**src/rtl/pixel_to_bearing_angles_defines.svh**
```systemverilog
// ----------------------------------------------------------------------------
// pixel_to_bearing_angles_defines.svh
// Assertion macros shared by the bearing-angle block.
// ----------------------------------------------------------------------------
`ifndef PIXEL_TO_BEARING_ANGLES_DEFINES_SVH
`define PIXEL_TO_BEARING_ANGLES_DEFINES_SVH
`ifndef ASSERT_OFF
`define PBA_ASSERT_IMPL(lbl, clk, rst_n, ante, cons) \
    lbl: assert property (@(posedge clk) disable iff (!rst_n) (ante) |-> (cons)) \
        else $error("check failed");
`define PBA_ASSERT_NEXT(lbl, clk, rst_n, ante, cons) \
    lbl: assert property (@(posedge clk) disable iff (!rst_n) (ante) |=> (cons)) \
        else $error("check failed");
`else
`define PBA_ASSERT_IMPL(lbl, clk, rst_n, ante, cons)
`define PBA_ASSERT_NEXT(lbl, clk, rst_n, ante, cons)
`endif
`endif

```
**src/rtl/pba_pkg.sv**
```systemverilog
// ----------------------------------------------------------------------------
// pba_pkg
// Types and constants of the pixel-to-bearing converter.
// ----------------------------------------------------------------------------
package pba_pkg;

    localparam int VW = 44;
    localparam int ZW = 28;
    localparam int AW = 30;
    localparam int TAB_LEN = 24;

    typedef logic signed [VW-1:0] vec_t;
    typedef logic signed [ZW-1:0] ang_t;
    typedef logic signed [AW-1:0] wide_ang_t;

    typedef enum logic [1:0] {
        CMD_FWD  = 2'd0,
        CMD_DOWN = 2'd1,
        CMD_SPAN = 2'd2
    } cmd_t;

    localparam logic [1:0] REG_TPP    = 2'd0;
    localparam logic [1:0] REG_WIDTH  = 2'd1;
    localparam logic [1:0] REG_HEIGHT = 2'd2;

    localparam logic [23:0] TPP_RST    = 24'd4096;
    localparam logic [12:0] WIDTH_RST  = 13'd640;
    localparam logic [12:0] HEIGHT_RST = 13'd480;

    localparam wide_ang_t PI_Q24      = 30'sd52707179;
    localparam wide_ang_t HALF_PI_Q24 = 30'sd26353589;
    localparam vec_t      ONE_Q24     = 44'sd16777216;

    localparam ang_t ATAN_TAB [TAB_LEN] = '{
        28'sd13176795, 28'sd7778716, 28'sd4110060, 28'sd2086331,
        28'sd1047214,  28'sd524117,  28'sd262123,  28'sd131069,
        28'sd65536,    28'sd32768,   28'sd16384,   28'sd8192,
        28'sd4096,     28'sd2048,    28'sd1024,    28'sd512,
        28'sd256,      28'sd128,     28'sd64,      28'sd32,
        28'sd16,       28'sd8,       28'sd4,       28'sd2
    };

    typedef struct packed {
        vec_t x;
        vec_t y;
        ang_t z;
    } lane_t;

    typedef struct packed {
        cmd_t cmd;
        logic ctr_row;
        logic left;
        logic neg0;
        logic neg1;
    } side_t;

    // one binary step of the leading-one normalization
    function automatic lane_t norm_step(lane_t l, int unsigned k);
        lane_t r;
        r = l;
        if (((l.x | l.y) >> (41 - k)) == '0)
        begin
            r.x = l.x <<< k;
            r.y = l.y <<< k;
        end
        return r;
    endfunction

endpackage

```
**src/rtl/pba_cell.sv**
```systemverilog
// ----------------------------------------------------------------------------
// pba_cell
// One vectoring CORDIC micro-rotation with its output register.
// ----------------------------------------------------------------------------
module pba_cell #(
    parameter int STAGE = 0
) (
    input  logic           clk,
    input  logic           en,
    input  pba_pkg::lane_t din,
    output pba_pkg::lane_t dout
);
    import pba_pkg::*;

    lane_t lane_next, lane_reg;

    always_comb
    begin
        lane_next = din;
        if (din.y > 0)
        begin
            lane_next.x = din.x + (din.y >>> STAGE);
            lane_next.y = din.y - (din.x >>> STAGE);
            lane_next.z = din.z + ATAN_TAB[STAGE];
        end
        else if (din.y < 0)
        begin
            lane_next.x = din.x - (din.y >>> STAGE);
            lane_next.y = din.y + (din.x >>> STAGE);
            lane_next.z = din.z - ATAN_TAB[STAGE];
        end
    end

    always_ff @(posedge clk)
    begin
        if (en)
        begin
            lane_reg <= lane_next;
        end
    end

    assign dout = lane_reg;
endmodule

```
**config.mk**
```make
export PLATFORM = sky130hd
export DESIGN_NAME = pba_cell
export DESIGN_NICKNAME = d
export VERILOG_FILES = /design/src/rtl/pixel_to_bearing_angles_defines.svh /design/src/rtl/pba_pkg.sv /design/src/rtl/pba_cell.sv
export SDC_FILE = /design/constraint.sdc
export NUM_CORES = 1
export LEC_CHECK = 0
export ABC_AREA = 1
export ABC_CLOCK_PERIOD_IN_PS = 3000
export BUFFER_PORTS_ARGS = -buffer_cell sky130_fd_sc_hd__buf_2
export CAP_MARGIN = 10
export CELL_PAD_IN_SITES_DETAIL_PLACEMENT = 1
export CELL_PAD_IN_SITES_GLOBAL_PLACEMENT = 1
export CORE_ASPECT_RATIO = 1.5
export CORE_MARGIN = 4
export CORE_UTILIZATION = 25
export CTS_CLUSTER_DIAMETER = 100
export DETAILED_ROUTE_END_ITERATION = 7
export HOLD_SLACK_MARGIN = 0.06
export PLACE_DENSITY = 0.63
export SYNTH_ARGS = -nofsm -noshare
export SYNTH_HDL_FRONTEND = slang
export SYNTH_SLANG_ARGS = --single-unit
```
**constraint.sdc**
```tcl
create_clock -name clk -period 3 [get_ports clk]
set_clock_uncertainty 0.2 [all_clocks]
set_input_delay 0 -clock clk [delete_from_list [all_inputs] [get_ports clk]]
set_output_delay 0 -clock clk [all_outputs]
set_load 0.02 [all_outputs]
```
Word level (Yosys, flattened, before mapping)
Index checks and enable logic that the tools add are counted.

Word-level logic and storage cells: 12. Flip-flop bits (word level): 116.

Muxes and demuxes: 2. $lt $le $gt $ge: 2. $add $sub $neg: 5.

Operators with widths (number): 116-bit 2-to-1 mux (2); 44-bit subtractor (2); 44-bit adder (1); 44-bit by 1-bit greater-than comparator with 1-bit output (second input constant) (1); 44-bit by 1-bit less-than comparator with 1-bit output (second input constant) (1); 28-bit by 25-bit adder with 28-bit output (second input constant) (1); 28-bit by 25-bit subtractor with 28-bit output (second input constant) (1).

Depth between registers and ports, before layout
Depth after elaboration: 3. Mapped depth: 18. Depth with buffers taken out: 17.

Worst setup path before layout
No wires, ideal clock.

Kind: input port to flip-flop. Start: input port din[28] in the netlist's numbering. End: register lane_reg (netlist bit dout[60]), data pin. Data required time: 2.546 ns. Setup time: 0.254 ns. Cell stages on the path: 12. Slack: 0.996 ns. Path buffers: 0. Arrival: 1.551 ns. Cells stage by stage: inv_1 ha_1 fa_1 o21ai_1 a21o_1 nand2_1 nand2_1 nand2_1 nand2_1 nand2_1 nand3_1 nand2_1.

RTL lines: from (decl) (line pba_cell.sv:10) `input pba_pkg::lane_t din,`; to (signal assigned) (line pba_cell.sv:38) `lane_reg <= lane_next;`; to (decl) (line pba_cell.sv:15) `lane_t lane_next, lane_reg;`.

==> impl_metrics.ini <==
[power]
total_power_density_per_cell_area_mw_per_mm2 = 373
ir_worst_vdd_mv = 0.378
power.leakage_nw = 11.6

[drt]
post_drt_via_cell_ratio = 4.82
ant_nets = 0
detailed_route_wire_length_per_cell_um = 22.6
routed_wl_um = 96900
first_iter_violations = 1266
drt-pass1-iter-count = 5
route.vias.total = 20649
post_route_drc = 0

[synthesis]
ys.flop_type = sky130_fd_sc_hd__edfxtp_1
synth.yosys.seq_area_share_pct = 20.1
synth_async_sr_flop_share_pct = 0
synth_cell_types = 50
synthesis.yosys.warnings = 0
syn_nets = 3197
synth_area_per_cell_um2 = 5.91
synth_cells = 2930
syn-cell-area_mm2 = 0.0173
ys_seq_elements = 116
edff_count_synth = 116

[die]
core.rowCount = 118
dieWidth_um = 223
design.die.area_mm2 = 0.0737
chipHeight_um = 330
top_level_ports = 234
core_mm2 = 0.0689
start_util_pct = 25.1

[timing]
finalMaxSlewViolations = 0
maxClockFrequency_mhz = 338
holdWs_ps = 110
fin_crit_sh_pct = 98.6
fin_tns_setup_ps = 0
hold_violations = 0
max_slew.worst_pin.slew_ps = 665
post-route-worst-setup-slack_ps = 40.9
final-setup-viol-count = 0
timing.final.crit_period_ps = 2960
worst_slew_margin_rel_pct = 55.6
rsz0062_at_grt = no

[worst_setup_path]
crit_end = dout[62]
timing.setup.critical_path_class = in -> reg
worst_setup_path_startpoint = din[87]
cp_data_required_time_ps = 3040
timing.critical_path.slowest_cell_delay_ps = 540
worstPathMaxFanout = 8
cells_along_the_critical_path = dlygate4sd3_1 > buf_2 > ha_1 > buf_4 > a21oi_1 > o21ai_0 > inv_1 > nand2_1 > buf_4 > o21ai_0 > nand3_1 > nand3_1 > nand2_1
critical_path.startpoint_type = primary input
critPathCaptureType = register
crit_path_top_delay_cell = sky130_fd_sc_hd__dlygate4sd3_1
crit_arrival_ps = 3000

[global_route]
grt_remaining_overflow = 0
global_route_wire_length_before_repair_um = 139000
grt_max_degree = 66
globalRouteTotalUtil_pct = 25.6
antenna_found_initial = 6
grt_pass1_vias = 21845

[cts]
number_of_clock_sinks = 116
number_of_cts_inserted_buffers = 17
clock_tree_from_tritoncts = built
postCtsSetupRepairBufs = 0
clk_path_buf_depth = 2
ctsRootBufferMaster = sky130_fd_sc_hd__clkbuf_16
h-tree-depth = 4
clkSlewWorstSetupHoldPaths_ps = 70

[outcome]
status = completed

[finish]
most_frequent_cells_in_the_layout = sky130_fd_sc_hd__nand2_1, sky130_fd_sc_hd__inv_1, sky130_fd_sc_hd__nor2_1, sky130_fd_sc_hd__buf_2, sky130_fd_sc_hd__nand3_1
layout-area-overhead-vs-synth_pct = 27.2
post_route_cells_drive_above_1_share_pct = 16.6
largest_reg_flops = 116
final_common_cell = sky130_fd_sc_hd__nand2_1
fin_util_pct = 32.0
layout.filler_cells = 9071
final_nets = 3638

[placed_design]
post-place-ws_ps = 35.8
place.port_buffers = 233
finalWeightedCongestion = 0.994
detail_placement_hpwl_um = 82800

[run]
timing.max_cap.violations = 0

[min_path]
timing.hold.worst.class = in -> reg
## critical path: cells and delay by family
| family | cells | cell delay (ps) |
|---|---|---|
| buffers and inverters | 5 | 1210 |
| AND/OR/NAND/NOR | 4 | 490 |
| AO/OA/AOI/OAI | 3 | 850 |
| adder cells (fa/ha/maj) | 1 | 450 |
## power breakdown
part / total (mW) / switching, mW / leakage [nW] / internal (mW)
Sequential: 2.16 / 0.0931 / 1.13 / 2.07
Clock: 1.98 / 0.932 / 0.245 / 1.05
Combinational: 4.07 / 2.74 / 10.3 / 1.33
## metrics by stage
stage / area [um2] / instances / total power [mW]
final: 22000 / 4288 / 8.22
after global placement: 20500 / 4154 / 6.11
after global routing: 22000 / 4287 / 8.70
after detailed placement: 20500 / 4154 / 6.13
after CTS: 22000 / 4284 / 8.32
after floorplan: 17300 / 2930 / 4.36
## per-layer routing
layer	global-route usage [%]	routed length, um
met1	24.9	34400
met2	49.0	50900
met3	2.73	2900
met4	19.9	8720
met5	0	0
## kinds of logic after synthesis
family,count (synthesis),synth area share (%)
xor+xnor,57,2.88
flops,116,20.1
simple gates,1598,38.7
buf+inv,605,14.6
compound gates,405,12.9
fa+ha+maj,149,10.9
## Yosys cell counts (all sizes together), types with 8 or more instances
| library cell | instances | share of area (%) |
|---|---|---|
| a21oi | 167 | 4.9 |
| and2 | 8 | 0.31 |
| buf | 76 | 3.1 |
| clkbuf | 14 | 0.30 |
| edfxtp | 116 | 20 |
| ha | 146 | 11 |
| inv | 514 | 11 |
| nand2 | 987 | 22 |
| nand3 | 204 | 6.1 |
| nand4 | 23 | 0.83 |
| nor2 | 333 | 8.0 |
| nor3 | 27 | 0.92 |
| o211ai | 12 | 0.52 |
| o21ai | 166 | 4.9 |
| o21bai | 22 | 0.95 |
| o22ai | 14 | 0.51 |
| xor2 | 56 | 2.8 |
## cell type report
type / instances / area, um2 / share of cell area [%]
Antenna cell: 4 / 10.0 / 0.0454
Clock buffer: 17 / 425 / 1.93
Clock inverter: 15 / 106 / 0.482
Inverter: 515 / 1930 / 8.77
Multi-Input combinational cell: 2209 / 11400 / 51.5
Sequential cell: 116 / 3480 / 15.8
Tap cell: 900 / 1130 / 5.11
Timing Repair Buffer: 512 / 3600 / 16.3
## what timing repair did
action                                 in CTS  in global routing
gates resized for setup                     0                  6
setup endpoints to repair                   0                 15
endpoints found under the hold margin     169                  0
hold buffers                               98                  0
## how the worst min path moves through the flow
stage,startpoint,endpoint,cells after the start
2_1_floorplan,en,dout[0],0
3_3_place_gp,din[27],dout[27],4
3_5_place_dp,din[27],dout[27],4
4_1_cts,din[71],dout[45],4
5_1_grt,din[71],dout[45],4
6_report,din[71],dout[45],4
(Power assumes the default switching activity.)
