[src/rtl/pixel_to_bearing_angles_defines.svh]
// ----------------------------------------------------------------------------
// pixel_to_bearing_angles_defines.svh
// Assertion macros shared by the bearing-angle block.
// ----------------------------------------------------------------------------
`ifndef PIXEL_TO_BEARING_ANGLES_DEFINES_SVH
`define PIXEL_TO_BEARING_ANGLES_DEFINES_SVH
`ifndef ASSERT_OFF
`define PBA_ASSERT_IMPL(lbl, clk, rst_n, ante, cons) \
    lbl: assert property (@(posedge clk) disable iff (!rst_n) (ante) |-> (cons)) \
        else $error("check failed");
`define PBA_ASSERT_NEXT(lbl, clk, rst_n, ante, cons) \
    lbl: assert property (@(posedge clk) disable iff (!rst_n) (ante) |=> (cons)) \
        else $error("check failed");
`else
`define PBA_ASSERT_IMPL(lbl, clk, rst_n, ante, cons)
`define PBA_ASSERT_NEXT(lbl, clk, rst_n, ante, cons)
`endif
`endif

[src/rtl/pba_pkg.sv]
// ----------------------------------------------------------------------------
// pba_pkg
// Types and constants of the pixel-to-bearing converter.
// ----------------------------------------------------------------------------
package pba_pkg;

    localparam int VW = 44;
    localparam int ZW = 28;
    localparam int AW = 30;
    localparam int TAB_LEN = 24;

    typedef logic signed [VW-1:0] vec_t;
    typedef logic signed [ZW-1:0] ang_t;
    typedef logic signed [AW-1:0] wide_ang_t;

    typedef enum logic [1:0] {
        CMD_FWD  = 2'd0,
        CMD_DOWN = 2'd1,
        CMD_SPAN = 2'd2
    } cmd_t;

    localparam logic [1:0] REG_TPP    = 2'd0;
    localparam logic [1:0] REG_WIDTH  = 2'd1;
    localparam logic [1:0] REG_HEIGHT = 2'd2;

    localparam logic [23:0] TPP_RST    = 24'd4096;
    localparam logic [12:0] WIDTH_RST  = 13'd640;
    localparam logic [12:0] HEIGHT_RST = 13'd480;

    localparam wide_ang_t PI_Q24      = 30'sd52707179;
    localparam wide_ang_t HALF_PI_Q24 = 30'sd26353589;
    localparam vec_t      ONE_Q24     = 44'sd16777216;

    localparam ang_t ATAN_TAB [TAB_LEN] = '{
        28'sd13176795, 28'sd7778716, 28'sd4110060, 28'sd2086331,
        28'sd1047214,  28'sd524117,  28'sd262123,  28'sd131069,
        28'sd65536,    28'sd32768,   28'sd16384,   28'sd8192,
        28'sd4096,     28'sd2048,    28'sd1024,    28'sd512,
        28'sd256,      28'sd128,     28'sd64,      28'sd32,
        28'sd16,       28'sd8,       28'sd4,       28'sd2
    };

    typedef struct packed {
        vec_t x;
        vec_t y;
        ang_t z;
    } lane_t;

    typedef struct packed {
        cmd_t cmd;
        logic ctr_row;
        logic left;
        logic neg0;
        logic neg1;
    } side_t;

    // one binary step of the leading-one normalization
    function automatic lane_t norm_step(lane_t l, int unsigned k);
        lane_t r;
        r = l;
        if (((l.x | l.y) >> (41 - k)) == '0)
        begin
            r.x = l.x <<< k;
            r.y = l.y <<< k;
        end
        return r;
    endfunction

endpackage

[src/rtl/pba_prep.sv]
// ----------------------------------------------------------------------------
// pba_prep
// Centre offsets, tangent scaling and operand normalization for two lanes.
// ----------------------------------------------------------------------------
module pba_prep #(
    parameter int MAX_DIM = 4096
) (
    input  logic             clk,
    input  logic             rst_n,
    input  logic             en,
    input  logic             in_valid,
    input  logic [1:0]       command,
    input  logic [11:0]      pos_x,
    input  logic [11:0]      pos_y,
    input  logic [11:0]      radius,
    input  logic [23:0]      tpp,
    input  logic [12:0]      width,
    input  logic [12:0]      height,
    output logic             valid,
    output pba_pkg::side_t   side,
    output pba_pkg::lane_t   lane0,
    output pba_pkg::lane_t   lane1
);
    import pba_pkg::*;

    localparam logic [12:0] DIM_CAP = (MAX_DIM > 8191) ? 13'd8191 : 13'(MAX_DIM);

    logic [12:0]        wcl, hcl;
    logic [11:0]        cx, cy;
    logic signed [13:0] dx, dxr, dy, op0, op1;
    logic signed [38:0] prod0, prod1;
    lane_t              a0_next, a1_next;
    side_t              sa_next;
    lane_t              a0_reg, a1_reg, b0_reg, b1_reg, c0_reg, c1_reg;
    side_t              sa_reg, sb_reg, sc_reg;
    logic               va_reg, vb_reg, vc_reg;
    lane_t              b0_next, b1_next, c0_next, c1_next;
    side_t              sb_next;

    always_comb
    begin
        wcl   = (width > DIM_CAP) ? DIM_CAP : width;
        hcl   = (height > DIM_CAP) ? DIM_CAP : height;
        cx    = wcl[12:1];
        cy    = hcl[12:1];
        dx    = $signed({2'b00, pos_x}) - $signed({2'b00, cx});
        dxr   = $signed({1'b0, 13'(pos_x) + 13'(radius)}) - $signed({2'b00, cx});
        dy    = $signed({2'b00, pos_y}) - $signed({2'b00, cy});
        op0   = (command == CMD_SPAN) ? dxr : dx;
        op1   = (command == CMD_SPAN) ? dx : dy;
        prod0 = op0 * $signed({1'b0, tpp});
        prod1 = op1 * $signed({1'b0, tpp});

        a1_next.x = ONE_Q24;
        a1_next.y = VW'(prod1);
        a1_next.z = '0;
        a0_next.z = '0;
        if (command == CMD_DOWN)
        begin
            a0_next.x = dy[13] ? -VW'(dy) : VW'(dy);
            a0_next.y = (dy > 0) ? -VW'(dx) : VW'(dx);
        end
        else
        begin
            a0_next.x = ONE_Q24;
            a0_next.y = VW'(prod0);
        end

        sa_next.cmd     = cmd_t'(command);
        sa_next.ctr_row = (dy == '0);
        sa_next.left    = dx[13];
        sa_next.neg0    = 1'b0;
        sa_next.neg1    = 1'b0;
    end

    always_comb
    begin
        sb_next      = sa_reg;
        sb_next.neg0 = a0_reg.y[VW-1];
        sb_next.neg1 = a1_reg.y[VW-1];
        b0_next      = a0_reg;
        b1_next      = a1_reg;
        b0_next.y    = a0_reg.y[VW-1] ? -a0_reg.y : a0_reg.y;
        b1_next.y    = a1_reg.y[VW-1] ? -a1_reg.y : a1_reg.y;
        b0_next      = norm_step(norm_step(norm_step(b0_next, 32), 16), 8);
        b1_next      = norm_step(norm_step(norm_step(b1_next, 32), 16), 8);
        c0_next      = norm_step(norm_step(norm_step(b0_reg, 4), 2), 1);
        c1_next      = norm_step(norm_step(norm_step(b1_reg, 4), 2), 1);
    end

    always_ff @(posedge clk or negedge rst_n)
    begin
        if (!rst_n)
        begin
            va_reg <= 1'b0;
            vb_reg <= 1'b0;
            vc_reg <= 1'b0;
        end
        else if (en)
        begin
            va_reg <= in_valid;
            vb_reg <= va_reg;
            vc_reg <= vb_reg;
        end
    end

    always_ff @(posedge clk)
    begin
        if (en)
        begin
            a0_reg <= a0_next;
            a1_reg <= a1_next;
            sa_reg <= sa_next;
            b0_reg <= b0_next;
            b1_reg <= b1_next;
            sb_reg <= sb_next;
            c0_reg <= c0_next;
            c1_reg <= c1_next;
            sc_reg <= sb_reg;
        end
    end

    assign valid = vc_reg;
    assign side  = sc_reg;
    assign lane0 = c0_reg;
    assign lane1 = c1_reg;
endmodule

[config.mk]
export PLATFORM = sky130hd
export DESIGN_NAME = pba_prep
export DESIGN_NICKNAME = d
export VERILOG_FILES = /design/src/rtl/pixel_to_bearing_angles_defines.svh /design/src/rtl/pba_pkg.sv /design/src/rtl/pba_prep.sv
export SDC_FILE = /design/constraint.sdc
export NUM_CORES = 2
export LEC_CHECK = 0
export BUFFER_PORTS_ARGS = -buffer_cell sky130_fd_sc_hd__buf_4
export CAP_MARGIN = 20
export CORE_AREA = 2 2 404 406
export DETAILED_ROUTE_END_ITERATION = 10
export DIE_AREA = 0 0 406 408
export PLACE_DENSITY_LB_ADDON = 0.08
export RECOVER_POWER = 25
export SETUP_SLACK_MARGIN = 0.3
export SLEW_MARGIN = 0
export SYNTH_ARGS = -nofsm -noshare
export SYNTH_HDL_FRONTEND = slang
export SYNTH_SLANG_ARGS = --single-unit
export TNS_END_PERCENT = 1
[constraint.sdc]
create_clock -name clk -period 4.1 [get_ports clk]
set_input_delay 0.82 -clock clk [delete_from_list [all_inputs] [get_ports clk]]
set_output_delay 0.82 -clock clk [all_outputs]
set_load 0.03 [all_outputs]
# Word level (Yosys, flattened, before mapping)
# Index checks and enable logic that the tools add are counted.
[classes]
reduce_logical = 14
bitwise_logic = 11
n_mux = 21
multipliers = 2
n_eq_ne = 2
magnitude_cmp = 3
addsub = 8
[op_table]
columns = ["operator", "count"]
rows = [
  ["$mux W88", 10],
  ["$logic_not A44 Y1", 12],
  ["$or A44 B44 Y44", 9],
  ["$mux W44", 4],
  ["$neg A13 Y44", 2],
  ["$mux W85", 1],
  ["$mul A14 B25 Y39", 2],
  ["$mux W69", 1],
  ["$neg A39 Y44", 1],
  ["$neg A44 Y44", 1],
  ["$or A25 B44 Y44", 1],
  ["$or A41 B44 Y44", 1],
  ["$mux W14", 2],
  ["$gt A13 B13 Y1 const B", 2],
  ["$mux W13", 2],
  ["$sub A12 B12 Y13", 2],
  ["$mux W25", 1],
  ["$logic_not A14 Y1", 1],
  ["$sub A13 B12 Y14", 1],
  ["$add A12 B12 Y13", 1],
  ["$gt A13 B1 Y1 const B", 1],
  ["$eq A2 B1 Y1 const B", 1],
  ["$eq A2 B2 Y1 const B", 1],
  ["$reduce_and A2 Y1", 1],
]
[totals]
elab_cells = 97
reg_bits = 498
out_inout_bits = 239
inputBits = 92

# Logic depth before layout (Yosys ltp)
[logic_depth]
ltp_word = 11
depth_mapped = 40

# Worst setup path after synthesis
# OpenSTA, ideal clock, no wires.
[synth_timing]
path_type = "input -> register"
startpoint = "input port width[12]"
endpoint = "register a0_reg[60] (netlist name) (data pin)"
setup_time_ns = 0.266
required_time_ns = 3.834
path_buffers = 2
stages = 38
arrival_time_ns = 10.065
setup_slack_ns = -6.231
path_cell_list = "inv_1 -> clkbuf_1 -> nand2_1 -> inv_1 -> fa_1 -> inv_1 -> fa_1 -> a21o_1 -> a21oi_1 -> o21bai_1 -> a21oi_1 -> o21bai_1 -> a21o_1 -> a311o_1 -> and4_1 -> o31ai_1 -> clkbuf_1 -> nand2_1 -> [2 not listed] -> inv_1 -> fa_1 -> fa_1 -> fa_1 -> inv_1 -> fa_1 -> inv_1 -> ha_1 -> a21oi_1 -> o21ai_0 -> a21o_1 -> a221oi_1 -> a221oi_1 -> a2111oi_0 -> o41ai_1 -> a21oi_1 -> xor2_1 -> mux2i_1"
[synth_lines]
columns = ["element", "line", "source"]
rows = [
  ["from (decl)", "pba_prep.sv:17", "input logic [12:0] width,"],
  ["to (signal assigned)", "pba_prep.sv:111", "a0_reg <= a0_next;"],
  ["to (decl)", "pba_prep.sv:34", "lane_t a0_reg, a1_reg, b0_reg, b1_reg, c0_reg, c1_reg;"],
]

==> metrics <==
Layout Nets=6724; Inst Count DP=7895; Max-Cap Viols=4; DP Worst Slack=-5.78 ns; Seq/Total Area, Yosys=0.268; largest net degree at the start of global routing=78; fmax=112 MHz; final setup vio count=142; Via density=4.65; WS Path Type=primary input to flop; R2R depth=11; Crit Path Max Fanout=6; # DRC=0; routability cong.=0.888; Yosys top cell area share=0.266; min-delay worst type=flop to flop; CP arrival=9.30 ns; synth top area cells=edfxtp_1, fa_1, ha_1; Die ar.=166000 sq um; layout cell share with drive strength beyond 1=0.249; crit start category=primary input; clock transition at the registers of the reported paths=0.06 ns; period utilisation layout=2.18; Netlist cell types=89; area grow syn2layout=27.0%; outcome=complete, but fails checks; ys async rst share=0.00699; final hold viol count=0; first-pass GRT wire length=231 mm; PnR worst setup slack=-4.82 ns; synthesis-stage register bit count=429; CTS Sinks=429; root buffer cell=clkbuf_16; TritonCTS clock tree=built; Critical Path Max Stage Delay=0.56 ns; vias in the first global route=38200; most used cell, CP=fa_1; Synth Instances=4929; Slowest-stage cell, CP=fa_1; initial drt markers=2086; I/O Pins=331; setup tns final=-322.52 ns; width of the die=406 um; CTS buffer count=49; commonest cells in the netlist=nand2_1, inv_1, fa_1, edfxtp_1, ha_1; Starting Density=0.297; DRT Pass-1 Iters=5; antenna violations before repair=4; RSZ-0062 raised after global routing=true; Tmin final=8.92 ns; DP Area=58700 sq um; Slew @ Worst Pin=2.12 ns; CTS Buffer Depth=3; clock skew=0.0365 ns; failing checks=max-capacitance violations, max-slew violations, negative setup slack; Post-synth EDFFs=426; H-tree depth=2; count of input and output buffers=248; WP data required=4.48 ns; Max Slew Vio Count=169; Post-Route WL=148 mm; Rows=148; most frequent cell after synthesis=nand2_1; worst rel slew slack=-0.412; drt wl/cell=18.5 um; Final ANT Viol Nets=0; gr ovfl total=0; CP Capture Type=flop; synth warn=0; Tot GR Track Use=0.178; post-DP HPWL=124 mm; area of the mapped netlist=48100 sq um; Placeable Area=162000 sq um; Synth area leader=edfxtp_1; post-route design area=61100 sq um; hold path depth=0; Post-Synthesis Mean Instance Area=9.76 sq um; Vias=37200; Die H=408 um; Most used DFF post-synth=edfxtp_1; Layout Cells excl Fill=8001; Worst-Skew Late Latency=0.62 ns
[final cells by class]
class | count | area (sq um)
fill | 16400 | 101000
tap | 2175 | 2720
inverter | 639 | 2410
timing repair buffer | 1065 | 8840
sequential | 429 | 12900
clock inverter | 28 | 295
multi-input combinational | 3603 | 32700
antenna | 2 | 5.00
clock buffer | 60 | 1270
[path summary, 6_finish.rpt]
| kind | start | end | slack, ns |
|---|---|---|---|
| worst max-delay path | width[12] | a0_reg[71] | -4.82 |
| worst min-delay path | sa_reg[3] | sb_reg[3] | 0.42 |
| worst min register to register | sa_reg[3] | sb_reg[3] | 0.42 |
| min in group asynchronous | rst_n | valid | 0.54 |
| max in group asynchronous | rst_n | vb_reg | 3.42 |
| worst max register to register | a0_reg[71] | b0_reg[58] | -0.77 |
[layer usage]
metal  part of all wire  wire, um  vias to the layer above  GRT usage
li1                   -         -                    18000          -
met4              0.015      2190                        2     0.0303
met5           0.000047         7                        -          0
met3              0.039      5820                      114     0.0174
met1               0.52     77600                    18400      0.281
met2               0.42     62400                      727      0.263
[through the flow]
stage           util  hold WS, ns
2_1_floorplan      -        0.400
3_3_place_gp   0.363        0.404
3_5_place_dp   0.363        0.405
4_1_cts        0.376        0.398
5_1_grt        0.378        0.412
6_report       0.378        0.419
[cell families (layout without fill, tap and decap cells)]
logic type,after synthesis,after routing,synth area share
simple gates,1482,1482,0.150
buf+inv,999,1792,0.0852
fa+ha+maj,845,845,0.304
compound gates,686,686,0.0945
flops,429,429,0.268
mux,301,301,0.0646
xor+xnor,186,186,0.0339
other cells,1,105,0.0000780
[placed cells by master, fill, tap and decap left out, types with 50 or more instances in the layout]
cell,n
o21ai_0,115
mux2_2,76
and2_1,142
nor2b_1,130
a21oi_1,133
buf_4,982
ha_1,283
mux2i_1,222
clkbuf_16,50
buf_12,67
xor2_1,88
inv_1,628
fa_1,531
xnor2_1,90
edfxtp_1,426
nor2_1,195
nand2_1,646
conb_1,103
[critical path, delay by kind of cell]
family	cells	cell delay (ns)
simple gates	4	0.71
compound gates	14	2.40
fa+ha+maj	9	4.06
buf+inv	12	1.16
xor+xnor	1	0.13
[repair_timing]
action	in CTS	in global routing
pin swaps	43	60
hold endpoints to repair	3	0
cloned	0	1
hold buffers	1	0
resized for setup	114	55
buffers inserted	2	12
endpoints found under the setup margin	176	239
Power is left out: the tool's default activity adds up to more than one toggle a clock period on the data nets, which glitch-free logic cannot reach.
