[src/rtl/pixel_to_bearing_angles_defines.svh]
// ----------------------------------------------------------------------------
// pixel_to_bearing_angles_defines.svh
// Assertion macros shared by the bearing-angle block.
// ----------------------------------------------------------------------------
`ifndef PIXEL_TO_BEARING_ANGLES_DEFINES_SVH
`define PIXEL_TO_BEARING_ANGLES_DEFINES_SVH
`ifndef ASSERT_OFF
`define PBA_ASSERT_IMPL(lbl, clk, rst_n, ante, cons) \
    lbl: assert property (@(posedge clk) disable iff (!rst_n) (ante) |-> (cons)) \
        else $error("check failed");
`define PBA_ASSERT_NEXT(lbl, clk, rst_n, ante, cons) \
    lbl: assert property (@(posedge clk) disable iff (!rst_n) (ante) |=> (cons)) \
        else $error("check failed");
`else
`define PBA_ASSERT_IMPL(lbl, clk, rst_n, ante, cons)
`define PBA_ASSERT_NEXT(lbl, clk, rst_n, ante, cons)
`endif
`endif

[src/rtl/pba_pkg.sv]
// ----------------------------------------------------------------------------
// pba_pkg
// Types and constants of the pixel-to-bearing converter.
// ----------------------------------------------------------------------------
package pba_pkg;

    localparam int VW = 44;
    localparam int ZW = 28;
    localparam int AW = 30;
    localparam int TAB_LEN = 24;

    typedef logic signed [VW-1:0] vec_t;
    typedef logic signed [ZW-1:0] ang_t;
    typedef logic signed [AW-1:0] wide_ang_t;

    typedef enum logic [1:0] {
        CMD_FWD  = 2'd0,
        CMD_DOWN = 2'd1,
        CMD_SPAN = 2'd2
    } cmd_t;

    localparam logic [1:0] REG_TPP    = 2'd0;
    localparam logic [1:0] REG_WIDTH  = 2'd1;
    localparam logic [1:0] REG_HEIGHT = 2'd2;

    localparam logic [23:0] TPP_RST    = 24'd4096;
    localparam logic [12:0] WIDTH_RST  = 13'd640;
    localparam logic [12:0] HEIGHT_RST = 13'd480;

    localparam wide_ang_t PI_Q24      = 30'sd52707179;
    localparam wide_ang_t HALF_PI_Q24 = 30'sd26353589;
    localparam vec_t      ONE_Q24     = 44'sd16777216;

    localparam ang_t ATAN_TAB [TAB_LEN] = '{
        28'sd13176795, 28'sd7778716, 28'sd4110060, 28'sd2086331,
        28'sd1047214,  28'sd524117,  28'sd262123,  28'sd131069,
        28'sd65536,    28'sd32768,   28'sd16384,   28'sd8192,
        28'sd4096,     28'sd2048,    28'sd1024,    28'sd512,
        28'sd256,      28'sd128,     28'sd64,      28'sd32,
        28'sd16,       28'sd8,       28'sd4,       28'sd2
    };

    typedef struct packed {
        vec_t x;
        vec_t y;
        ang_t z;
    } lane_t;

    typedef struct packed {
        cmd_t cmd;
        logic ctr_row;
        logic left;
        logic neg0;
        logic neg1;
    } side_t;

    // one binary step of the leading-one normalization
    function automatic lane_t norm_step(lane_t l, int unsigned k);
        lane_t r;
        r = l;
        if (((l.x | l.y) >> (41 - k)) == '0)
        begin
            r.x = l.x <<< k;
            r.y = l.y <<< k;
        end
        return r;
    endfunction

endpackage

[src/rtl/pba_finish.sv]
// ----------------------------------------------------------------------------
// pba_finish
// Mode combine, Q4.12 rounding and saturation, result register.
// ----------------------------------------------------------------------------
module pba_finish (
    input  logic                   clk,
    input  logic                   rst_n,
    input  logic                   en,
    input  logic                   in_valid,
    input  pba_pkg::side_t         side,
    input  pba_pkg::ang_t          z0,
    input  pba_pkg::ang_t          z1,
    output logic                   valid,
    output logic signed [15:0]     heading,
    output logic signed [15:0]     pitch,
    output logic        [14:0]     span
);
    import pba_pkg::*;

    wide_ang_t          a0, a1, d, h_next, p_next, s_next;
    wide_ang_t          h_reg, p_reg, s_reg;
    wide_ang_t          hr, pr, sr;
    logic               vd_reg, vo_reg;
    logic signed [15:0] heading_next, pitch_next, heading_reg, pitch_reg;
    logic        [14:0] span_next, span_reg;

    always_comb
    begin
        a0 = side.neg0 ? -AW'(z0) : AW'(z0);
        a1 = side.neg1 ? -AW'(z1) : AW'(z1);
        d  = a0 - a1;
        h_next = '0;
        p_next = '0;
        s_next = '0;
        unique case (side.cmd)
            CMD_FWD:
            begin
                h_next = a0;
                p_next = -a1;
            end
            CMD_DOWN:
            begin
                if (side.ctr_row)
                begin
                    h_next = side.left ? PI_Q24 : '0;
                end
                else
                begin
                    h_next = a0 + (side.left ? PI_Q24 : '0);
                end
                p_next = -a1 - HALF_PI_Q24;
            end
            CMD_SPAN:
            begin
                s_next = d[AW-1] ? -d : d;
            end
            default:
            begin
                h_next = '0;
            end
        endcase
    end

    always_comb
    begin
        hr = (h_reg + AW'(2048)) >>> 12;
        pr = (p_reg + AW'(2048)) >>> 12;
        sr = (s_reg + AW'(2048)) >>> 12;
        if (hr > AW'(32767))
            heading_next = 16'sh7FFF;
        else if (hr < -AW'(32768))
            heading_next = -16'sh8000;
        else
            heading_next = hr[15:0];
        if (pr > AW'(32767))
            pitch_next = 16'sh7FFF;
        else if (pr < -AW'(32768))
            pitch_next = -16'sh8000;
        else
            pitch_next = pr[15:0];
        span_next = (sr > AW'(32767)) ? 15'h7FFF : sr[14:0];
    end

    always_ff @(posedge clk or negedge rst_n)
    begin
        if (!rst_n)
        begin
            vd_reg <= 1'b0;
            vo_reg <= 1'b0;
        end
        else if (en)
        begin
            vd_reg <= in_valid;
            vo_reg <= vd_reg;
        end
    end

    always_ff @(posedge clk)
    begin
        if (en)
        begin
            h_reg       <= h_next;
            p_reg       <= p_next;
            s_reg       <= s_next;
            heading_reg <= heading_next;
            pitch_reg   <= pitch_next;
            span_reg    <= span_next;
        end
    end

    assign valid   = vo_reg;
    assign heading = heading_reg;
    assign pitch   = pitch_reg;
    assign span    = span_reg;
endmodule

[config.mk]
export PLATFORM = sky130hd
export DESIGN_NAME = pba_finish
export DESIGN_NICKNAME = d
export VERILOG_FILES = /design/src/rtl/pixel_to_bearing_angles_defines.svh /design/src/rtl/pba_pkg.sv /design/src/rtl/pba_finish.sv
export SDC_FILE = /design/constraint.sdc
export NUM_CORES = 1
export LEC_CHECK = 0
export ABC_AREA = 1
export CAP_MARGIN = 30
export CORE_ASPECT_RATIO = 0.9
export CORE_MARGIN = 10
export CORE_UTILIZATION = 45
export CTS_CLUSTER_DIAMETER = 100
export DETAILED_ROUTE_END_ITERATION = 16
export DONT_BUFFER_PORTS = 1
export HOLD_SLACK_MARGIN = 0.15
export SKIP_CTS_REPAIR_TIMING = 1
export SLEW_MARGIN = 20
export SYNTH_ARGS = -nofsm -noshare
export SYNTH_HDL_FRONTEND = slang
export SYNTH_SLANG_ARGS = --single-unit
[constraint.sdc]
create_clock -name clk -period 2.66 [get_ports clk]
set_input_delay 0.133 -clock clk [delete_from_list [all_inputs] [get_ports clk]]
set_output_delay 0.133 -clock clk [all_outputs]
set_load 0.03 [all_outputs]
=== After elaboration in Yosys (flattened, before gate mapping) ===
Cells that the tools add are included.

* Eq/ne operators: 2
* $lt $le $gt $ge: 5
* Multipliers: 0
* Div/mod/pow operators: 0
* Bitwise logic cells: 0
* Multiplexer cells: 9
* Add/subtract/negate cells: 10
* Reduce and logical (&&, ||, !) cells: 2
* Shift-type cells: 0

{| class="wikitable"
|+ Operators by type and width
! cell !! count
|-
| $pmux W30 S2 || 2
|-
| $add A30 B13 Y30 const B || 3
|-
| $mux W30 || 3
|-
| $neg A28 Y30 || 2
|-
| $neg A30 Y30 || 2
|-
| $gt A18 B16 Y1 const B || 3
|-
| $lt A18 B16 Y1 const B || 2
|-
| $mux W16 || 2
|-
| $add A30 B26 Y30 || 1
|-
| $sub A30 B26 Y30 const B || 1
|-
| $sub A30 B30 Y30 || 1
|-
| $mux W29 || 1
|-
| $mux W26 || 1
|-
| $eq A2 B1 Y1 const B || 1
|-
| $eq A2 B2 Y1 const B || 1
|-
| $logic_not A2 Y1 || 1
|-
| $reduce_and A2 Y1 || 1
|}

* ROM bits: 0
* Bits of input ports: 66
* Memories kept: 0
* Bits in registers: 139
* Memory bits (writable): 0
* Bits in latches: 0
* Output and inout bits: 48

=== Longest topological paths before layout ===
* Depth after elaboration: 5
* Gate-level depth with buffers: 31
* Mapped depth without buffers: 31

=== Worst setup path before layout ===
OpenSTA, ideal clock, no wires.

* Path type: input to register
* Start point: input port side[1] (netlist name)
* End point: register s_reg[16], data pin
* Arrival time: 3.236 ns
* Library setup time: 0.263 ns
* Stages: 29
* Buffers on the path: 4
* Slack: -0.839 ns
* Data required time: 2.397 ns
* Path through: buf_2 > buf_2 > inv_2 > clkbuf_1 > nor2_1 > xor2_1 > ha_1 > nand2_1 > nor2_1 > nand2_1 > nand2_1 > nand2_1 > o21bai_1 > nand3_2 > nand2_2 > nand2_2 > nand2_1 > nand2_1 > nand2_1 > nand2_1 > nand2_1 > nand2_2 > nand2_2 > nand2_2 > nand2_4 > buf_4 > nand2_1 > o21ai_0 > a21oi_1

* Word-level cells in the longest chain between the ends: 4

{| class="wikitable"
|+ RTL lines
! element !! line !! text
|-
| start: declaration || pba_finish.sv:10 || <nowiki>input pba_pkg::side_t side,</nowiki>
|-
| $mux W30 (*) || pba_finish.sv:29 || <nowiki>a0 = side.neg0 ? -AW'(z0) : AW'(z0);</nowiki>
|-
| $sub A30 B30 Y30 (*) || pba_finish.sv:31 || <nowiki>d = a0 - a1;</nowiki>
|-
| $neg A30 Y30 || pba_finish.sv:55 || <nowiki>s_next = d[AW-1] ? -d : d;</nowiki>
|-
| $mux W29 (*) || pba_finish.sv:55 ||
|-
| end signal: assignment || pba_finish.sv:104 || <nowiki>s_reg <= s_next;</nowiki>
|-
| end: declaration || pba_finish.sv:21 || <nowiki>wide_ang_t h_reg, p_reg, s_reg;</nowiki>
|}

Every way passes the cells marked *; elsewhere a longest branch is shown, timed or not.
A chain may end at the register's enable or synchronous reset.

=== Worst setup path in the final report ===
* Start point: input port z0[2]
* End point: register s_reg[26], data pin

* Word-level cells in the longest chain between the ends: 5

{| class="wikitable"
|+ RTL lines
! element !! line !! text
|-
| start: declaration || pba_finish.sv:11 || <nowiki>input pba_pkg::ang_t z0,</nowiki>
|-
| $neg A28 Y30 || pba_finish.sv:29 ||
|-
| $mux W30 (*) || pba_finish.sv:29 ||
|-
| $sub A30 B30 Y30 (*) || pba_finish.sv:31 ||
|-
| $neg A30 Y30 || pba_finish.sv:55 ||
|-
| $mux W29 (*) || pba_finish.sv:55 ||
|}

Marks and branches as above.

==> flow_metrics.py <==
metrics = {
    "sta": {
        "finalHoldViolCount": 35,
        "fmax_ghz": 0.3325,
        "setup_violations": 38,
        "post-route-min-period_ns": 3.007,
        "tightest_slew_ns": 0.5654,
        "rsz0062_at_grt": "true",
        "slew_headroom_pct": 62.27,
        "setup_slack_ns": -0.3472,
        "whs_ns": -0.1200,
        "skew_ns": 0.01147,
        "drv_slew": 0,
        "fin_crit_sh_pct": 113.1,
    },
    "min_path": {
        "hold_path_depth": 0,
        "hp-start": "en",
        "holdPathEnd": "span[12]",
        "hold_class": "primary input to flip-flop",
    },
    "logic_synthesis": {
        "synth-seq-cells": 106,
        "avgSynthCellArea_um2": 6.626,
        "synth_nets": 1862,
        "synth-main-ff-cell": "edfxtp_1",
        "syn_area_um2": 11650,
        "yosysSeqAreaShare_pct": 27.22,
        "ys_async_sr_fraction_pct": 1.887,
        "ys_warn_count": 0,
        "synth_edf_count": 104,
        "synth_top_area_share_pct": 26.80,
        "syn_inst": 1759,
        "synth.distinct_cells": 62,
        "synth_area_leader_cell": "edfxtp_1",
        "synth_area_leaders": "edfxtp_1 27%, nand2_1 17%, nand3_1 6.6%",
    },
    "worst_setup_path": {
        "path_max_fanout": 5,
        "slowest_delay_ns": 0.27,
        "r2r_start": "s_reg[12]",
        "r2r_cells": 17,
        "crit_top_cell": "nand2_2",
        "worstPathRequired_ns": 2.79,
        "path_class": "primary input to flip-flop",
        "r2r-end": "span[6]",
        "cp.arrival_ns": 3.14,
        "end_kind": "flip-flop",
        "reg2reg_slack_ns": -0.31,
        "cp_slowest_cell": "ha_4",
        "cp-start-kind": "primary input",
    },
    "finish": {
        "final_cell_mix": "441 x nand2_1, 414 x buf_4, 173 x inv_1",
        "drive_gt1_share_pct": 40.46,
        "fin_cells": 2539,
        "syn2layout_area_growth_pct": 48.82,
        "antennaDiodeCount": 0,
        "stdcell_area_um2": 17350,
        "layout_commonest_cell": "nand2_1",
        "nets": 2295,
    },
    "clock_tree": {
        "cts_tree": "yes",
        "numCtsBuffers": 9,
        "clock-root-buffer": "clkbuf_16",
        "clkTransAtPathRegs_ns": 0.09,
        "clock_sinks": 106,
        "cts.path.max_buffers": 2,
        "clock_latency_ns": 0.36,
        "cts.htree.levels": 3,
    },
    "die": {
        "fp-row-count": 55,
        "core_um2": 25320,
        "die_h_um": 172.7,
        "initial_core_util_pct": 46.02,
        "ioPinCount": 114,
        "die_w_um": 189.6,
        "dieArea_um2": 32750,
    },
    "grt": {
        "grt_pass1_wl_um": 60550,
        "grt_pass1_vias": 11690,
        "grt_usage_pct": 22.59,
        "antenna_found_initial": 0,
        "grt_overflow_total": 0,
        "grt_max_degree": 109,
    },
    "route": {
        "vias": 12810,
        "dr_wl_met3_um": 1920,
        "met2WireLength_um": 19080,
        "drt-met1-wl_um": 17870,
        "post_drt_wl_per_cell_um": 15.78,
        "top_layer_used": "met4",
        "routed_via_density": 5.046,
        "ant_nets": 0,
        "firstDrtPassIters": 5,
        "route.detailed.drc": 0,
        "wirelength_um": 40070,
        "drt_iter0_drc": 845,
    },
    "outcome": {
        "failed_checks": "hold timing, setup timing",
        "status": "finished, violations left",
    },
    "flow_run": {
        "cap_violations": 0,
    },
    "placed_design": {
        "io_buffers": 0,
        "dp.cells": 2465,
        "dpl.hpwl_um": 32050,
        "gp_congestion": 1.035,
        "dpl-instance-area_um2": 15250,
    },
    "pwr": {
        "irDropWorstVdd_uv": 345.9,
        "p_leak_nw": 8.223,
        "power_mw": 7.527,
        "cellPowerDensity_nw_per_um2": 434.0,
    },
}
-- cell type report --
cell class	instances	area (µm²)
multi-input combinational	1406	9032
timing repair buffer	441	3467
fill	2150	7979
clock inverter	7	91.34
sequential	106	3173
clock buffer	9	225.2
inverter	228	928.4
tap	342	427.9
-- worst max-delay path by stage --
stage	startpoint	end	slack, ns	cells past startpoint
finish	z0[2]	s_reg[26]	-0.35	26
global route	z0[2]	s_reg[26]	-0.56	28
CTS	z0[1]	s_reg[19]	-0.56	30
detailed placement	z0[1]	s_reg[19]	-0.91	30
global placement	z0[1]	s_reg[19]	-0.79	30
floorplan	z1[0]	s_reg[26]	-0.47	25
-- per-layer routing --
| layer | global-route usage [%] | vias to the layer above |
|---|---|---|
| met1 | 29.91 | 5837 |
| met4 | 7.667 | 0 |
| met2 | 36.75 | 306 |
| met5 | 0 | - |
| li1 | - | 6618 |
| met3 | 3.238 | 50 |
-- critical path, delay by kind of cell --
family                   cells  cell delay (ns)
buffers and inverters        1             0.15
AO/OA/AOI/OAI                1             0.13
XOR/XNOR                     1             0.26
AND/OR/NAND/NOR             22             2.21
adder cells (fa/ha/maj)      1             0.27
-- synthesized netlist by cell type (7+ instances only) --
cell type and number:
nor2_2 23, nand2_1 521, xor2_1 57, a21oi_1 69
nand3_2 9, nand3_1 153, nor3_1 23, inv_2 38
nor2_4 8, edfxtp_1 104, inv_1 185, xnor2_1 18
buf_2 8, o21ai_0 83, ha_1 36, nand2_4 15
xor2_2 7, nand4_1 41, nor2_1 178, o21ai_1 19
nand2_2 63, nand3b_1 11
-- through the flow --
step	setup TNS, ns	utilization (%)	worst slack [ns]
floorplan	-7.872	-	-0.4686
detailed placement	-28.52	60.22	-0.9095
finish	-9.920	68.49	-0.3472
global route	-18.32	68.49	-0.5643
CTS	-13.37	61.47	-0.5595
global placement	-24.38	60.22	-0.7917
-- logic make-up (layout without fill, tap and decap cells) --
kind of cell | count (synthesis) | in the layout | share of synthesized area (%)
AO/OA/AOI/OAI | 204 | 204 | 9.490
XOR/XNOR | 84 | 84 | 7.085
adder cells (fa/ha/maj) | 37 | 37 | 4.036
buffers and inverters | 248 | 685 | 8.384
flip-flops | 106 | 106 | 27.22
AND/OR/NAND/NOR | 1080 | 1081 | 43.78
-- report_power, final --
part / internal (mW) / switching, mW
Clock: 0.682 / 0.723
Combinational: 1.73 / 2.06
Sequential: 2.07 / 0.270
Total: 4.48 / 3.05
No activity file was read; power rests on OpenSTA's default activity.
